==> src/design/lsfp_pkg.sv <==
// ----------------------------------------------------------------------------
// lsfp_pkg: shared definitions for the line sensor frame parser
// Frame store sizing, fixed-point widths, frame characters, register indexes
// and the sequencer state types.
// ----------------------------------------------------------------------------
package lsfp_pkg;

	// frame store
	localparam int FRAME_DEPTH = 64;
	localparam int AW          = $clog2(FRAME_DEPTH);
	localparam int FULL_LEN    = FRAME_DEPTH - 1;

	// fixed point
	localparam int FRAC_BITS   = 8;
	localparam int NUM_W       = FRAC_BITS + 5;
	localparam int DCNT_W      = $clog2(NUM_W);
	localparam int ERR_W       = 12;
	localparam int LIM_W       = 11;
	localparam int HOLD_THRESH = (1 << FRAC_BITS) / 100;
	localparam logic [LIM_W-1:0] LIMIT_RESET = LIM_W'(7 << FRAC_BITS);

	// channel weights, channel 0 first
	localparam logic signed [3:0] CHAN_WEIGHT [8] = '{
		-4'sd7, -4'sd5, -4'sd3, -4'sd1, 4'sd1, 4'sd3, 4'sd5, 4'sd7
	};

	// configuration port
	localparam int CFG_IDX_W  = 8;
	localparam int CFG_DATA_W = LIM_W;
	localparam logic [CFG_IDX_W-1:0] REG_BLACK_LEVEL = 8'd0;
	localparam logic [CFG_IDX_W-1:0] REG_ERROR_LIMIT = 8'd1;

	// frame characters
	localparam logic [7:0] CH_NUL    = 8'h00;
	localparam logic [7:0] CH_HASH   = 8'h23;
	localparam logic [7:0] CH_DOLLAR = 8'h24;
	localparam logic [7:0] CH_COMMA  = 8'h2C;
	localparam logic [7:0] CH_ZERO   = 8'h30;
	localparam logic [7:0] CH_ONE    = 8'h31;
	localparam logic [7:0] CH_COLON  = 8'h3A;
	localparam logic [7:0] CH_D      = 8'h44;

	typedef enum logic [4:0] {
		ST_IDLE = 5'b00001,
		ST_SCAN = 5'b00010,
		ST_CALC = 5'b00100,
		ST_DIV  = 5'b01000,
		ST_POST = 5'b10000
	} state_t;

	typedef enum logic [5:0] {
		MD_HDR0  = 6'b000001,
		MD_HDR1  = 6'b000010,
		MD_COMMA = 6'b000100,
		MD_COLON = 6'b001000,
		MD_DIGIT = 6'b010000,
		MD_SEP   = 6'b100000
	} scan_mode_t;

endpackage

==> src/design/lsfp_ram.sv <==
// ----------------------------------------------------------------------------
// lsfp_ram: generic single-clock RAM
// One write port and one read port, read data registered.
// ----------------------------------------------------------------------------
module lsfp_ram #(
	parameter int WIDTH = 8,
	parameter int DEPTH = 64
) (
	input  logic                     clk,
	input  logic                     we,
	input  logic [$clog2(DEPTH)-1:0] waddr,
	input  logic [WIDTH-1:0]         wdata,
	input  logic                     re,
	input  logic [$clog2(DEPTH)-1:0] raddr,
	output logic [WIDTH-1:0]         rdata
);

	logic [WIDTH-1:0] mem_q [DEPTH];

	always_ff @(posedge clk) begin
		if (we) begin
			mem_q[waddr] <= wdata;
		end
		if (re) begin
			rdata <= mem_q[raddr];
		end
	end

endmodule

==> src/design/line_sensor_frame_parser_top.sv <==
// ----------------------------------------------------------------------------
// line_sensor_frame_parser_top: serial line sensor frame parser
// Ordinary byte: ST_CALC, then the 13-step restoring divider (ST_DIV), then ST_POST;
// ST_CALC goes straight to ST_POST (line lost) if no channel is black. A '#' byte
// first runs a store scan, one stored byte read per cycle, up to the stored length.
// ST_POST loads the result once the output register is free; one byte is in work
// at a time, s_tready is high only when idle, so the next byte can be taken in the cycle
// after the result loads. Reset clears control state, channel levels, held error and
// config to defaults; frame store contents are not cleared.
// ----------------------------------------------------------------------------
module line_sensor_frame_parser_top (
	input  logic                             clk,
	input  logic                             arst_n,
	input  logic                             s_tvalid,
	output logic                             s_tready,
	input  logic [7:0]                       s_tdata,   // rx_byte
	output logic                             m_tvalid,
	input  logic                             m_tready,
	output logic [23:0]                      m_tdata,   // sensor_bits, position_error, pad
	output logic                             m_tuser,   // line_lost
	output logic                             m_tlast,
	input  logic                             cfg_valid,
	output logic                             cfg_ready,
	input  logic [lsfp_pkg::CFG_IDX_W-1:0]   cfg_index,
	input  logic [lsfp_pkg::CFG_DATA_W-1:0]  cfg_data
);

	lsfp_pkg::state_t     state_q;
	lsfp_pkg::scan_mode_t mode_q;
	lsfp_pkg::scan_mode_t mode_d;

	logic [lsfp_pkg::AW-1:0]     len_q;
	logic [lsfp_pkg::AW-1:0]     scan_len_q;
	logic [lsfp_pkg::AW-1:0]     issue_q;
	logic [lsfp_pkg::AW-1:0]     len_eff;
	logic [lsfp_pkg::AW-1:0]     len_new;
	logic                        store_ok;
	logic                        s_acc;
	logic                        rd_en;
	logic                        rd_vld_s1;
	logic [7:0]                  rd_data;
	logic [2:0]                  ch_q;
	logic                        ch_inc;
	logic                        ev_stop;
	logic [7:0]                  levels_q;
	logic [7:0]                  lvl_d;
	logic                        black_q;
	logic [lsfp_pkg::LIM_W-1:0]  limit_q;
	logic signed [lsfp_pkg::ERR_W-1:0] held_q;
	logic                        neg_q;
	logic                        lost_q;
	logic                        ended_q;

	// centroid terms
	logic [7:0]                  blk;
	logic signed [5:0]           wsum;
	logic [3:0]                  bcount;
	logic [5:0]                  wsum_abs;

	// divider
	logic [3:0]                  div_den_q;
	logic [3:0]                  rem_q;
	logic [lsfp_pkg::NUM_W-1:0]  quot_q;
	logic [lsfp_pkg::DCNT_W-1:0] div_cnt_q;
	logic [4:0]                  trial;
	logic                        trial_ge;
	logic [4:0]                  trial_sub;

	// result
	logic [lsfp_pkg::NUM_W-1:0]  lim_ext;
	logic [lsfp_pkg::NUM_W-1:0]  mag_c;
	logic [lsfp_pkg::ERR_W-1:0]  err_mag;
	logic signed [lsfp_pkg::ERR_W-1:0] err_val;
	logic signed [lsfp_pkg::ERR_W-1:0] res_err;
	logic                        out_load;
	logic                        m_tvalid_q;
	logic [23:0]                 m_tdata_q;
	logic                        m_tuser_q;
	logic                        m_tlast_q;
	logic signed [lsfp_pkg::ERR_W-1:0] out_err;
	logic [lsfp_pkg::ERR_W-1:0]  out_err_mag;

	assign s_tready  = (state_q == lsfp_pkg::ST_IDLE);
	assign s_acc     = s_tvalid && s_tready;
	assign cfg_ready = 1'b1;
	assign m_tvalid  = m_tvalid_q;
	assign m_tdata   = m_tdata_q;
	assign m_tuser   = m_tuser_q;
	assign m_tlast   = m_tlast_q;

	// frame store write
	assign len_eff  = (s_tdata == lsfp_pkg::CH_DOLLAR) ? '0 : len_q;
	assign store_ok = (len_eff != lsfp_pkg::AW'(lsfp_pkg::FULL_LEN));
	assign len_new  = store_ok ? len_eff + 1'b1 : len_eff;
	assign rd_en    = (state_q == lsfp_pkg::ST_SCAN) && (issue_q != scan_len_q);

	lsfp_ram #(
		.WIDTH (8),
		.DEPTH (lsfp_pkg::FRAME_DEPTH)
	) u_store (
		.clk   (clk),
		.we    (s_acc && store_ok),
		.waddr (len_eff),
		.wdata (s_tdata),
		.re    (rd_en),
		.raddr (issue_q),
		.rdata (rd_data)
	);

	// frame parse, one stored byte per cycle
	always_comb begin
		ev_stop = 1'b0;
		mode_d  = mode_q;
		lvl_d   = levels_q;
		ch_inc  = 1'b0;
		if (rd_data == lsfp_pkg::CH_NUL) begin
			ev_stop = 1'b1;
		end else begin
			unique case (mode_q)
				lsfp_pkg::MD_HDR0: begin
					if (rd_data == lsfp_pkg::CH_DOLLAR) mode_d = lsfp_pkg::MD_HDR1;
					else ev_stop = 1'b1;
				end
				lsfp_pkg::MD_HDR1: begin
					if (rd_data == lsfp_pkg::CH_D) mode_d = lsfp_pkg::MD_COMMA;
					else ev_stop = 1'b1;
				end
				lsfp_pkg::MD_COMMA: begin
					if (rd_data == lsfp_pkg::CH_COMMA) mode_d = lsfp_pkg::MD_COLON;
				end
				lsfp_pkg::MD_COLON: begin
					if (rd_data == lsfp_pkg::CH_COLON) mode_d = lsfp_pkg::MD_DIGIT;
				end
				lsfp_pkg::MD_DIGIT: begin
					priority if (rd_data == lsfp_pkg::CH_ZERO) begin
						lvl_d[ch_q] = 1'b0;
					end else if (rd_data == lsfp_pkg::CH_ONE) begin
						lvl_d[ch_q] = 1'b1;
					end else begin
						ev_stop = 1'b1;
					end
					if (!ev_stop) begin
						if (ch_q == 3'd7) begin
							ev_stop = 1'b1;
						end else begin
							mode_d = lsfp_pkg::MD_SEP;
							ch_inc = 1'b1;
						end
					end
				end
				lsfp_pkg::MD_SEP: begin
					if (rd_data == lsfp_pkg::CH_COMMA) mode_d = lsfp_pkg::MD_COLON;
				end
				default: ev_stop = 1'b1;
			endcase
		end
	end

	// weight sum and black count
	always_comb begin
		blk    = black_q ? levels_q : ~levels_q;
		wsum   = '0;
		bcount = '0;
		for (int i = 0; i < 8; i++) begin
			if (blk[i]) begin
				wsum   = wsum + 6'(lsfp_pkg::CHAN_WEIGHT[i]);
				bcount = bcount + 4'd1;
			end
		end
		wsum_abs = (wsum < 0) ? 6'(-wsum) : 6'(wsum);
	end

	// restoring divide step
	assign trial     = {rem_q, quot_q[lsfp_pkg::NUM_W-1]};
	assign trial_ge  = (trial >= {1'b0, div_den_q});
	assign trial_sub = trial - {1'b0, div_den_q};

	// clamp and sign
	assign lim_ext  = lsfp_pkg::NUM_W'(limit_q);
	assign mag_c    = (quot_q > lim_ext) ? lim_ext : quot_q;
	assign err_mag  = lsfp_pkg::ERR_W'(mag_c);
	assign err_val  = neg_q ? -$signed(err_mag) : $signed(err_mag);
	assign res_err  = lost_q ? held_q : err_val;
	assign out_load = (state_q == lsfp_pkg::ST_POST) && (!m_tvalid_q || m_tready);

	always_ff @(posedge clk or negedge arst_n) begin
		if (!arst_n) begin
			state_q    <= lsfp_pkg::ST_IDLE;
			mode_q     <= lsfp_pkg::MD_HDR0;
			len_q      <= '0;
			scan_len_q <= '0;
			issue_q    <= '0;
			rd_vld_s1  <= 1'b0;
			ch_q       <= '0;
			levels_q   <= '0;
			black_q    <= 1'b0;
			limit_q    <= lsfp_pkg::LIMIT_RESET;
			held_q     <= '0;
			neg_q      <= 1'b0;
			lost_q     <= 1'b0;
			ended_q    <= 1'b0;
			div_den_q  <= '0;
			rem_q      <= '0;
			quot_q     <= '0;
			div_cnt_q  <= '0;
			m_tvalid_q <= 1'b0;
		end else begin
			rd_vld_s1 <= rd_en;

			if (cfg_valid && cfg_ready) begin
				if (cfg_index == lsfp_pkg::REG_BLACK_LEVEL) black_q <= cfg_data[0];
				if (cfg_index == lsfp_pkg::REG_ERROR_LIMIT) limit_q <= cfg_data;
			end

			if (out_load) begin
				m_tvalid_q <= 1'b1;
			end else if (m_tvalid_q && m_tready) begin
				m_tvalid_q <= 1'b0;
			end

			unique case (state_q)
				lsfp_pkg::ST_IDLE: begin
					if (s_acc) begin
						ended_q <= (s_tdata == lsfp_pkg::CH_HASH);
						if (s_tdata == lsfp_pkg::CH_HASH) begin
							len_q      <= '0;
							scan_len_q <= len_new;
							issue_q    <= '0;
							mode_q     <= lsfp_pkg::MD_HDR0;
							ch_q       <= '0;
							state_q    <= lsfp_pkg::ST_SCAN;
						end else begin
							len_q   <= len_new;
							state_q <= lsfp_pkg::ST_CALC;
						end
					end
				end
				lsfp_pkg::ST_SCAN: begin
					if (rd_en) issue_q <= issue_q + 1'b1;
					if (rd_vld_s1) begin
						mode_q   <= mode_d;
						levels_q <= lvl_d;
						if (ch_inc) ch_q <= ch_q + 3'd1;
						if (ev_stop) state_q <= lsfp_pkg::ST_CALC;
					end else if (issue_q == scan_len_q) begin
						state_q <= lsfp_pkg::ST_CALC;
					end
				end
				lsfp_pkg::ST_CALC: begin
					if (bcount == 4'd0) begin
						lost_q  <= 1'b1;
						state_q <= lsfp_pkg::ST_POST;
					end else begin
						lost_q    <= 1'b0;
						neg_q     <= (wsum < 0);
						div_den_q <= bcount;
						rem_q     <= '0;
						quot_q    <= {wsum_abs[4:0], {lsfp_pkg::FRAC_BITS{1'b0}}};
						div_cnt_q <= '0;
						state_q   <= lsfp_pkg::ST_DIV;
					end
				end
				lsfp_pkg::ST_DIV: begin
					rem_q     <= trial_ge ? trial_sub[3:0] : trial[3:0];
					quot_q    <= {quot_q[lsfp_pkg::NUM_W-2:0], trial_ge};
					div_cnt_q <= div_cnt_q + 1'b1;
					if (div_cnt_q == lsfp_pkg::DCNT_W'(lsfp_pkg::NUM_W - 1)) begin
						state_q <= lsfp_pkg::ST_POST;
					end
				end
				lsfp_pkg::ST_POST: begin
					if (out_load) begin
						if (!lost_q && (mag_c > lsfp_pkg::NUM_W'(lsfp_pkg::HOLD_THRESH))) begin
							held_q <= err_val;
						end
						state_q <= lsfp_pkg::ST_IDLE;
					end
				end
				default: state_q <= lsfp_pkg::ST_IDLE;
			endcase
		end
	end

	// output payload
	always_ff @(posedge clk) begin
		if (out_load) begin
			m_tdata_q <= {4'b0000, res_err, levels_q};
			m_tuser_q <= lost_q;
			m_tlast_q <= ended_q;
		end
	end

	assign out_err     = $signed(m_tdata[19:8]);
	assign out_err_mag = (out_err < 0) ? lsfp_pkg::ERR_W'(-out_err) : lsfp_pkg::ERR_W'(out_err);

	a_state_onehot: assert property (@(posedge clk) disable iff (!arst_n)
		$onehot(state_q))
		else $error("sequencer state not one-hot");

	a_hash_scans: assert property (@(posedge clk) disable iff (!arst_n)
		(s_tvalid && s_tready && s_tdata == lsfp_pkg::CH_HASH) |=> state_q == lsfp_pkg::ST_SCAN)
		else $error("frame end byte did not start a store scan");

	a_len_range: assert property (@(posedge clk) disable iff (!arst_n)
		len_q <= lsfp_pkg::AW'(lsfp_pkg::FULL_LEN) && scan_len_q <= lsfp_pkg::AW'(lsfp_pkg::FULL_LEN))
		else $error("frame length beyond store capacity");

	a_div_den: assert property (@(posedge clk) disable iff (!arst_n)
		(state_q == lsfp_pkg::ST_DIV) |-> (div_den_q != 4'd0 && div_den_q <= 4'd8))
		else $error("divider running with bad black count");

	a_err_clamp: assert property (@(posedge clk) disable iff (!arst_n)
		$rose(m_tvalid) && !m_tuser |-> out_err_mag <= lsfp_pkg::ERR_W'(limit_q))
		else $error("position error outside clamp limit");

endmodule
==> config.mk <==
export PLATFORM = sky130hd
export DESIGN_NAME = line_sensor_frame_parser_top
export DESIGN_NICKNAME = d
export VERILOG_FILES = /design/src/design/lsfp_pkg.sv /design/src/design/lsfp_ram.sv /design/src/design/line_sensor_frame_parser_top.sv
export SDC_FILE = /design/constraint.sdc
export NUM_CORES = 1
export LEC_CHECK = 0
export ABC_CLOCK_PERIOD_IN_PS = 9200
export BUFFER_PORTS_ARGS = -buffer_cell sky130_fd_sc_hd__buf_4
export CAP_MARGIN = 30
export CORE_MARGIN = 4
export CORE_UTILIZATION = 52
export CTS_CLUSTER_DIAMETER = 120
export DETAILED_ROUTE_END_ITERATION = 8
export PLACE_DENSITY = 0.75
export SYNTH_ARGS = -nofsm -noshare
export SYNTH_HDL_FRONTEND = slang
export SYNTH_SLANG_ARGS = --single-unit
export TNS_END_PERCENT = 30
==> constraint.sdc <==
create_clock -name clk -period 9.2 [get_ports clk]
set_input_delay 1.84 -clock clk [delete_from_list [all_inputs] [get_ports clk]]
set_output_delay 1.84 -clock clk [all_outputs]
set_load 0.1 [all_outputs]
After elaboration in Yosys (flattened, before gate mapping)
Memories as Yosys holds them, arrays and structs flattened. A register that Yosys moved wholly into a read port is not among the register bits.
Cells that the tools add are included.
Word-level totals
  register bits after elaboration: 116
  bits in latches: 0
  RAM bits: 512
  memory bits (read-only): 0
  bits of input ports: 32
  output and inout bits: 29
  word-level logic and storage cells: 213
  memories: 1
Operators by class
  $add $sub $neg: 21
  multipliers: 0
  div/mod/pow operators: 0
  magnitude comparators: 6
  equal/unequal tests: 43
  shifts and indexed selects: 0
  muxes and demuxes: 83
  bitwise logic cells: 6
  reductions and logical operators: 31
Memories
  u_store.mem_q: depth 64, width 8, read ports 1, clocked after memory_dff 1, write ports 1, RTL line lsfp_ram.sv:18  | logic [WIDTH-1:0] mem_q [DEPTH];
Operators by type and width (number)
  2-to-1 mux 6 bit: 24
  == test 8 x 6 -> 1 bit, second input constant: 7
  2-to-1 mux 5 bit: 8
  2-to-1 mux 4 bit: 9
  adder 4 x 1 -> 4 bit, second input constant: 8
  case mux 6 bit (5 select lines): 1
  2-to-1 mux 13 bit: 2
  case mux 13 bit (2 select lines): 1
  case mux 5 bit (5 select lines): 1
  2-to-1 mux 12 bit: 2
  2-to-1 mux 8 bit: 3
  case mux 6 bit (2 select lines): 2
  2-to-1 mux 1 bit: 20
  adder 6 x 1 -> 6 bit, second input constant: 3
  adder 6 x 4 -> 6 bit, second input constant: 3
  != test 3 bit, second input constant: 6
  logical NOT 8 bit: 2
  NOT 8 bit: 2
  case mux 4 bit (2 select lines): 2
  2-to-1 mux 3 bit: 5
  AND reduction 5 bit: 3
  != test 2 bit, second input constant: 7
  greater-than comparator 13 x 11 -> 1 bit: 1
  greater-than comparator 13 x 2 -> 1 bit, second input constant: 1
  48 further kinds: 67

Logic depth before layout (Yosys ltp)
  word-level depth: 21
  mapped depth: 38

By module
A second synthesis with hierarchy kept.
Unflattened totals
  cells, all modules: 1866
  area, all modules: 28205.8 µm²
Modules (own cells, without submodules)
  lsfp_ram: times used 1, cells an instance 994, area each 20370.8 µm², sequential area each 15615.0 µm²
  line_sensor_frame_parser_top: times used 1, cells an instance 872, area each 7835.0 µm², sequential area each 3019.1 µm²

Worst setup path after synthesis
Ideal clock, no wire load.
  path type: register -> register
  start point: reg black_q
  end point: reg quot_q[9] (netlist bit)
  library setup time: 0.126 ns
  arrival time: 6.383 ns
  required time: 9.074 ns
  slack: 2.691 ns
  stages on the path, launching flop included: 38
  buffers on the path: 8
  clock period less this slack: 6.509 ns
  path through: dfrtp_1 -> buf_6 -> buf_2 -> buf_4 -> buf_2 -> buf_2 -> xnor2_1 -> inv_1 -> fa_1 -> buf_2 -> inv_1 -> ha_1 -> nand2_1 -> and3_1 -> inv_2 -> ha_1 -> nand2_1 -> o21ai_0 -> [... 2 more ...] -> a32oi_1 -> a41oi_1 -> ha_1 -> nand2_1 -> nand2_1 -> ha_1 -> o221ai_1 -> o21ai_0 -> o211ai_1 -> xnor2_1 -> nor2_1 -> o311ai_1 -> o211ai_2 -> and2_1 -> buf_2 -> buf_2 -> a221oi_1 -> nand2_1
Between the ends
  longest elaborated chain between the ends: 20
  elaborated cells on any way between the ends: 39
  those cells by class: add/sub: 15; order compare: 1; eq/ne: 1; mux: 20; reduce/logical: 2
RTL lines
  from (decl): RTL line line_sensor_frame_parser_top.sv:47  | logic black_q;
  from (signal assigned): RTL line line_sensor_frame_parser_top.sv:211  | if (cfg_index == lsfp_pkg::REG_BLACK_LEVEL) black_q <= cfg_data[0];
  2-to-1 mux 8 bit (*): RTL line line_sensor_frame_parser_top.sv:161  | blk = black_q ? levels_q : ~levels_q;
  2-to-1 mux 6 bit: RTL line line_sensor_frame_parser_top.sv:165  | if (blk[i]) begin
  adder 6 x 4 -> 6 bit: RTL line line_sensor_frame_parser_top.sv:166  | wsum = wsum + 6'(lsfp_pkg::CHAN_WEIGHT[i]);
  2-to-1 mux 6 bit: RTL line line_sensor_frame_parser_top.sv:165
  adder 6 x 3 -> 6 bit: RTL line line_sensor_frame_parser_top.sv:166
  2-to-1 mux 6 bit: RTL line line_sensor_frame_parser_top.sv:165
  adder 6 x 1 -> 6 bit: RTL line line_sensor_frame_parser_top.sv:166
  2-to-1 mux 6 bit: RTL line line_sensor_frame_parser_top.sv:165
  [... 4 more ...]
  adder 6 x 4 -> 6 bit: RTL line line_sensor_frame_parser_top.sv:166
  2-to-1 mux 6 bit: RTL line line_sensor_frame_parser_top.sv:165
  adder 6 x 4 -> 6 bit: RTL line line_sensor_frame_parser_top.sv:166
  2-to-1 mux 6 bit: RTL line line_sensor_frame_parser_top.sv:165
  negator 5 bit or less-than comparator 6 x 1 -> 1 bit (tied branches): RTL line line_sensor_frame_parser_top.sv:170  | wsum_abs = (wsum < 0) ? 6'(-wsum) : 6'(wsum);
  2-to-1 mux 5 bit: RTL line line_sensor_frame_parser_top.sv:170
  2-to-1 mux 13 bit: RTL line line_sensor_frame_parser_top.sv:250  | if (bcount == 4'd0) begin
  case mux 13 bit (2 select lines): RTL line line_sensor_frame_parser_top.sv:221  | unique case (state_q)
  to (signal assigned): RTL line line_sensor_frame_parser_top.sv:258  | quot_q <= {wsum_abs[4:0], {lsfp_pkg::FRAC_BITS{1'b0}}};
  to (signal assigned): RTL line line_sensor_frame_parser_top.sv:265  | quot_q <= {quot_q[lsfp_pkg::NUM_W-2:0], trial_ge};
  to (decl): RTL line line_sensor_frame_parser_top.sv:63  | logic [lsfp_pkg::NUM_W-1:0] quot_q;
Mark *: on every way between the ends. The rest lies on a longest branch, timed or not. The select of a mux whose other input is x is not followed.
A chain may end at the register's enable or synchronous reset.

Worst setup path in the final report
  start point: reg black_q
  end point: reg div_cnt_q[3] (netlist bit)
Between the ends
  longest elaborated chain between the ends: 19
RTL lines
  2-to-1 mux 8 bit (*): RTL line line_sensor_frame_parser_top.sv:161
  2-to-1 mux 1 bit: RTL line line_sensor_frame_parser_top.sv:165
  adder 4 x 1 -> 4 bit: RTL line line_sensor_frame_parser_top.sv:167  | bcount = bcount + 4'd1;
  2-to-1 mux 4 bit: RTL line line_sensor_frame_parser_top.sv:165
  adder 4 x 1 -> 4 bit: RTL line line_sensor_frame_parser_top.sv:167
  2-to-1 mux 4 bit: RTL line line_sensor_frame_parser_top.sv:165
  adder 4 x 1 -> 4 bit: RTL line line_sensor_frame_parser_top.sv:167
  2-to-1 mux 4 bit: RTL line line_sensor_frame_parser_top.sv:165
  [... 3 more ...]
  2-to-1 mux 4 bit: RTL line line_sensor_frame_parser_top.sv:165
  adder 4 x 1 -> 4 bit: RTL line line_sensor_frame_parser_top.sv:167
  2-to-1 mux 4 bit: RTL line line_sensor_frame_parser_top.sv:165
  adder 4 x 1 -> 4 bit: RTL line line_sensor_frame_parser_top.sv:167
  2-to-1 mux 4 bit (*): RTL line line_sensor_frame_parser_top.sv:165
  logical NOT 4 bit (*): RTL line line_sensor_frame_parser_top.sv:250
  != test 2 bit (no source line) (*)
  AND reduction 2 bit (no source line) (*)
  to (signal assigned): RTL line line_sensor_frame_parser_top.sv:266  | div_cnt_q <= div_cnt_q + 1'b1;
  to (decl): RTL line line_sensor_frame_parser_top.sv:64  | logic [lsfp_pkg::DCNT_W-1:0] div_cnt_q;
Mark *: on every way between the ends. The rest lies on a longest branch, timed or not.

==> out/metrics.cfg <==
[setup_path]
slowest_stage = and2_1
r2r-end = div_cnt_q[3]
timing.reg2reg.setup_slack_ns = 2.22
critPathLaunch = black_q
critPathLaunchType = register
worst_path_most_repeated_cell = ha_1
critPathMaxStageDelay_ns = 0.71
crit_end = div_cnt_q[3]
critPathKind = reg -> reg
r2r_cells = 29
rr_startpoint = black_q
cp.required_ns = 9.72
worstPathArrival_ns = 7.50
cp-end-kind = register
crit_fanout = 44

[timing]
finalWorstPathRequiredPeriod_ns = 6.98
slew_headroom_pct = 33.3
slew_viol_final = 0
rsz0062_at_grt = no
worstMarginPinSlew_ns = 1.00
fin_crit_sh_pct = 75.9
setup-violations-final = 0
max_freq_mhz = 143
hold_violations = 0
finalSetupTns_ns = 0
clock_skew_ns = 0.0293

[global_routing]
grt_overflow = 0
grt_pass1_wl_um = 96000
grt_max_degree = 107
grt_pass1_vias = 15700
grt.total_usage_pct = 21.9
antenna_found_initial = 0

[finish]
diodes = 0
finalNetCount = 1841
final_cell_mix = edfxtp_1, mux4_2, nor2_1
finalInstanceArea_um2 = 31300
drive_gt1_share_pct = 21.7
final_common_cell = edfxtp_1
layout-area-overhead-vs-synth_pct = 11.3

[synthesis]
ys_top_cells_by_area = edfxtp_1, mux4_2, dfrtp_1, ha_1, nor2_1
synth_cells = 1717
netlist.top_cell.by_area = edfxtp_1
synth_warnings = 0
synth-edff-count = 542
synthDistinctLibCells = 89
synth_top_area_share_pct = 57.9
synth_area_um2 = 28100
synthArstFlopShare_pct = 14.8
ys_ff_latch = 636
synth.avg_cell_area_um2 = 16.4
ys_seq_area_share_pct = 66.3
synthFlopType = edfxtp_1

[floorplanning]
die-height_um = 240
floorplan.initialDensity_pct = 53.0
die_w_um = 240
placementRows = 84
io_pins = 61
die_area_um2 = 57800
core-area_um2 = 53000

[drt]
firstDrtPassIters = 5
route.antenna.remaining_nets = 0
via_count = 15500
drc_errors = 0
totalWireLength_um = 61400
wl_per_cell_um = 24.6
vias_per_cell = 6.21
first_iter_violations = 1578

[pwr]
clockPowerShare_pct = 31.5
intPower_mw = 5.79
p_leak_nw = 10.7
peakVddDrop_v = 0.000213
power.density_nw_per_um2 = 265
pwr-share-seq_pct = 42.2
switching_share_pct = 30.1
p_sw_mw = 2.49
p_comb_share_pct = 26.3

[clock_network]
cts_resized = 0
clock_latency_ns = 0.61
clkSinkCount = 636
cts_buffers = 66
cts_tree = done
clkSlewWorstSetupHoldPaths_ns = 0.06
cts_root_buf = clkbuf_16
cts_buffer_depth = 3
hold_buffers = 0
cts_setup_buffers = 0
htree_levels = 3

[outcome]
status = complete, no violations

[placement]
gp_congestion = 0.894
placed_area_um2 = 29100
port-buffer-count = 55
dp_hpwl_um = 37000

[min_path]
hp-class = reg -> reg

[flow_run]
max-cap-violations = 0

-- logic make-up (layout without fill, tap and decap cells) --
group / after synthesis / count (layout) / synth area share (%)
flops: 636 / 636 / 66.3
buf+inv: 148 / 242 / 2.18
fa+ha+maj: 44 / 44 / 2.00
other cells: 2 / 5 / 0.0267
xor+xnor: 67 / 67 / 2.35
simple gates: 400 / 400 / 7.00
compound gates: 204 / 204 / 4.79
mux: 216 / 216 / 15.3
-- worst max-delay path: cells and delay by family (launching register included) --
| kind | cells | cell delay, ns |
|---|---|---|
| DFF | 1 | 0.39 |
| adders and majority gates | 6 | 2.14 |
| and+or+nand+nor | 9 | 1.75 |
| xor gates and xnor gates | 2 | 0.34 |
| AOI/OAI and AO/OA | 9 | 1.70 |
| buffers and inverters | 3 | 0.59 |
-- registers in the layout, summed over array words and instances, names as in the netlist, 3 cells and up, named ones only --
name,cells
div_den_q,4
ch_q,3
state_q,5
mode_q,6
m_tdata,20
quot_q,13
u_store.rdata,8
held_q,12
scan_len_q,6
u_store.mem_q,512
div_cnt_q,4
limit_q,11
len_q,6
issue_q,6
rem_q,4
-- worst min path at each step --
stage                    end  slack, ns  depth (start not counted)          start
6_report            rem_q[3]       0.48                          2       rem_q[3]
5_1_grt        scan_len_q[4]       0.52                          2  scan_len_q[4]
4_1_cts             rem_q[3]       0.48                          2       rem_q[3]
3_5_place_dp        rem_q[3]       0.47                          2       rem_q[3]
3_3_place_gp        rem_q[3]       0.47                          2       rem_q[3]
2_1_floorplan     m_tdata[3]       0.42                          0       register
-- Yosys cell counts (7+ instances only) --
library cell  number
edfxtp_1         542
mux4_2           168
nor2_1           119
nand2_1          105
dfrtp_1           89
o21ai_0           63
clkbuf_1          59
inv_1             53
ha_1              40
xnor2_1           35
nand3_1           29
a21oi_1           28
mux2_2            26
xor2_1            24
nor3_1            21
mux2i_1           20
buf_1             14
nand2b_1          14
o21ai_1           14
or3_1             13
buf_2             12
nand3b_1          12
nor2b_1           11
nor3b_1           11
nand4_1           10
nor4_1            10
o31ai_1           10
a22o_1             9
or2_2              9
a211oi_1           8
and2_1             8
a31oi_1            7
buf_4              7
o21a_1             7
-- power groups by stage --
stage	Clock [mW]	Sequential (mW)	Combinational (mW)
after floorplan	0	3.45	1.67
after global placement	0	3.54	2.11
after detailed placement	0	3.54	2.16
after CTS	2.64	3.49	2.18
after global routing	2.78	3.51	2.36
final	2.61	3.49	2.18
-- cell type report --
cell class / count / area (um2)
sequential: 636 / 18600
multi-input combinational: 936 / 8860
clock inverter: 31 / 334
fill: 3795 / 21700
inverter: 54 / 203
timing repair buffer: 73 / 581
clock buffer: 84 / 1770
tap: 688 / 861
-- stage by stage --
stage                     hold WS [ns]  utilization, %  setup slack (ns)  cells  total power, mW
final                            0.484            59.0              2.22   2502             8.27
after global routing             0.524            59.0              1.62   2502             8.65
after CTS                        0.482            59.0              2.24   2501             8.32
after detailed placement         0.468            55.0              2.24   2386             5.70
after global placement           0.465            55.0              2.52   2386             5.65
after floorplan                  0.420               -              2.69   1720             5.11
-- metal layers --
layer / vias to the layer above / part of all wire [%] / track usage, %
met5: - / 0 / 0
met4: 0 / 3.5 / 7.99
met3: 124 / 7.1 / 3.60
met2: 683 / 49 / 35.7
met1: 7922 / 40 / 30.4
li1: 6820 / - / -
Power figures use the tool's default switching activity.
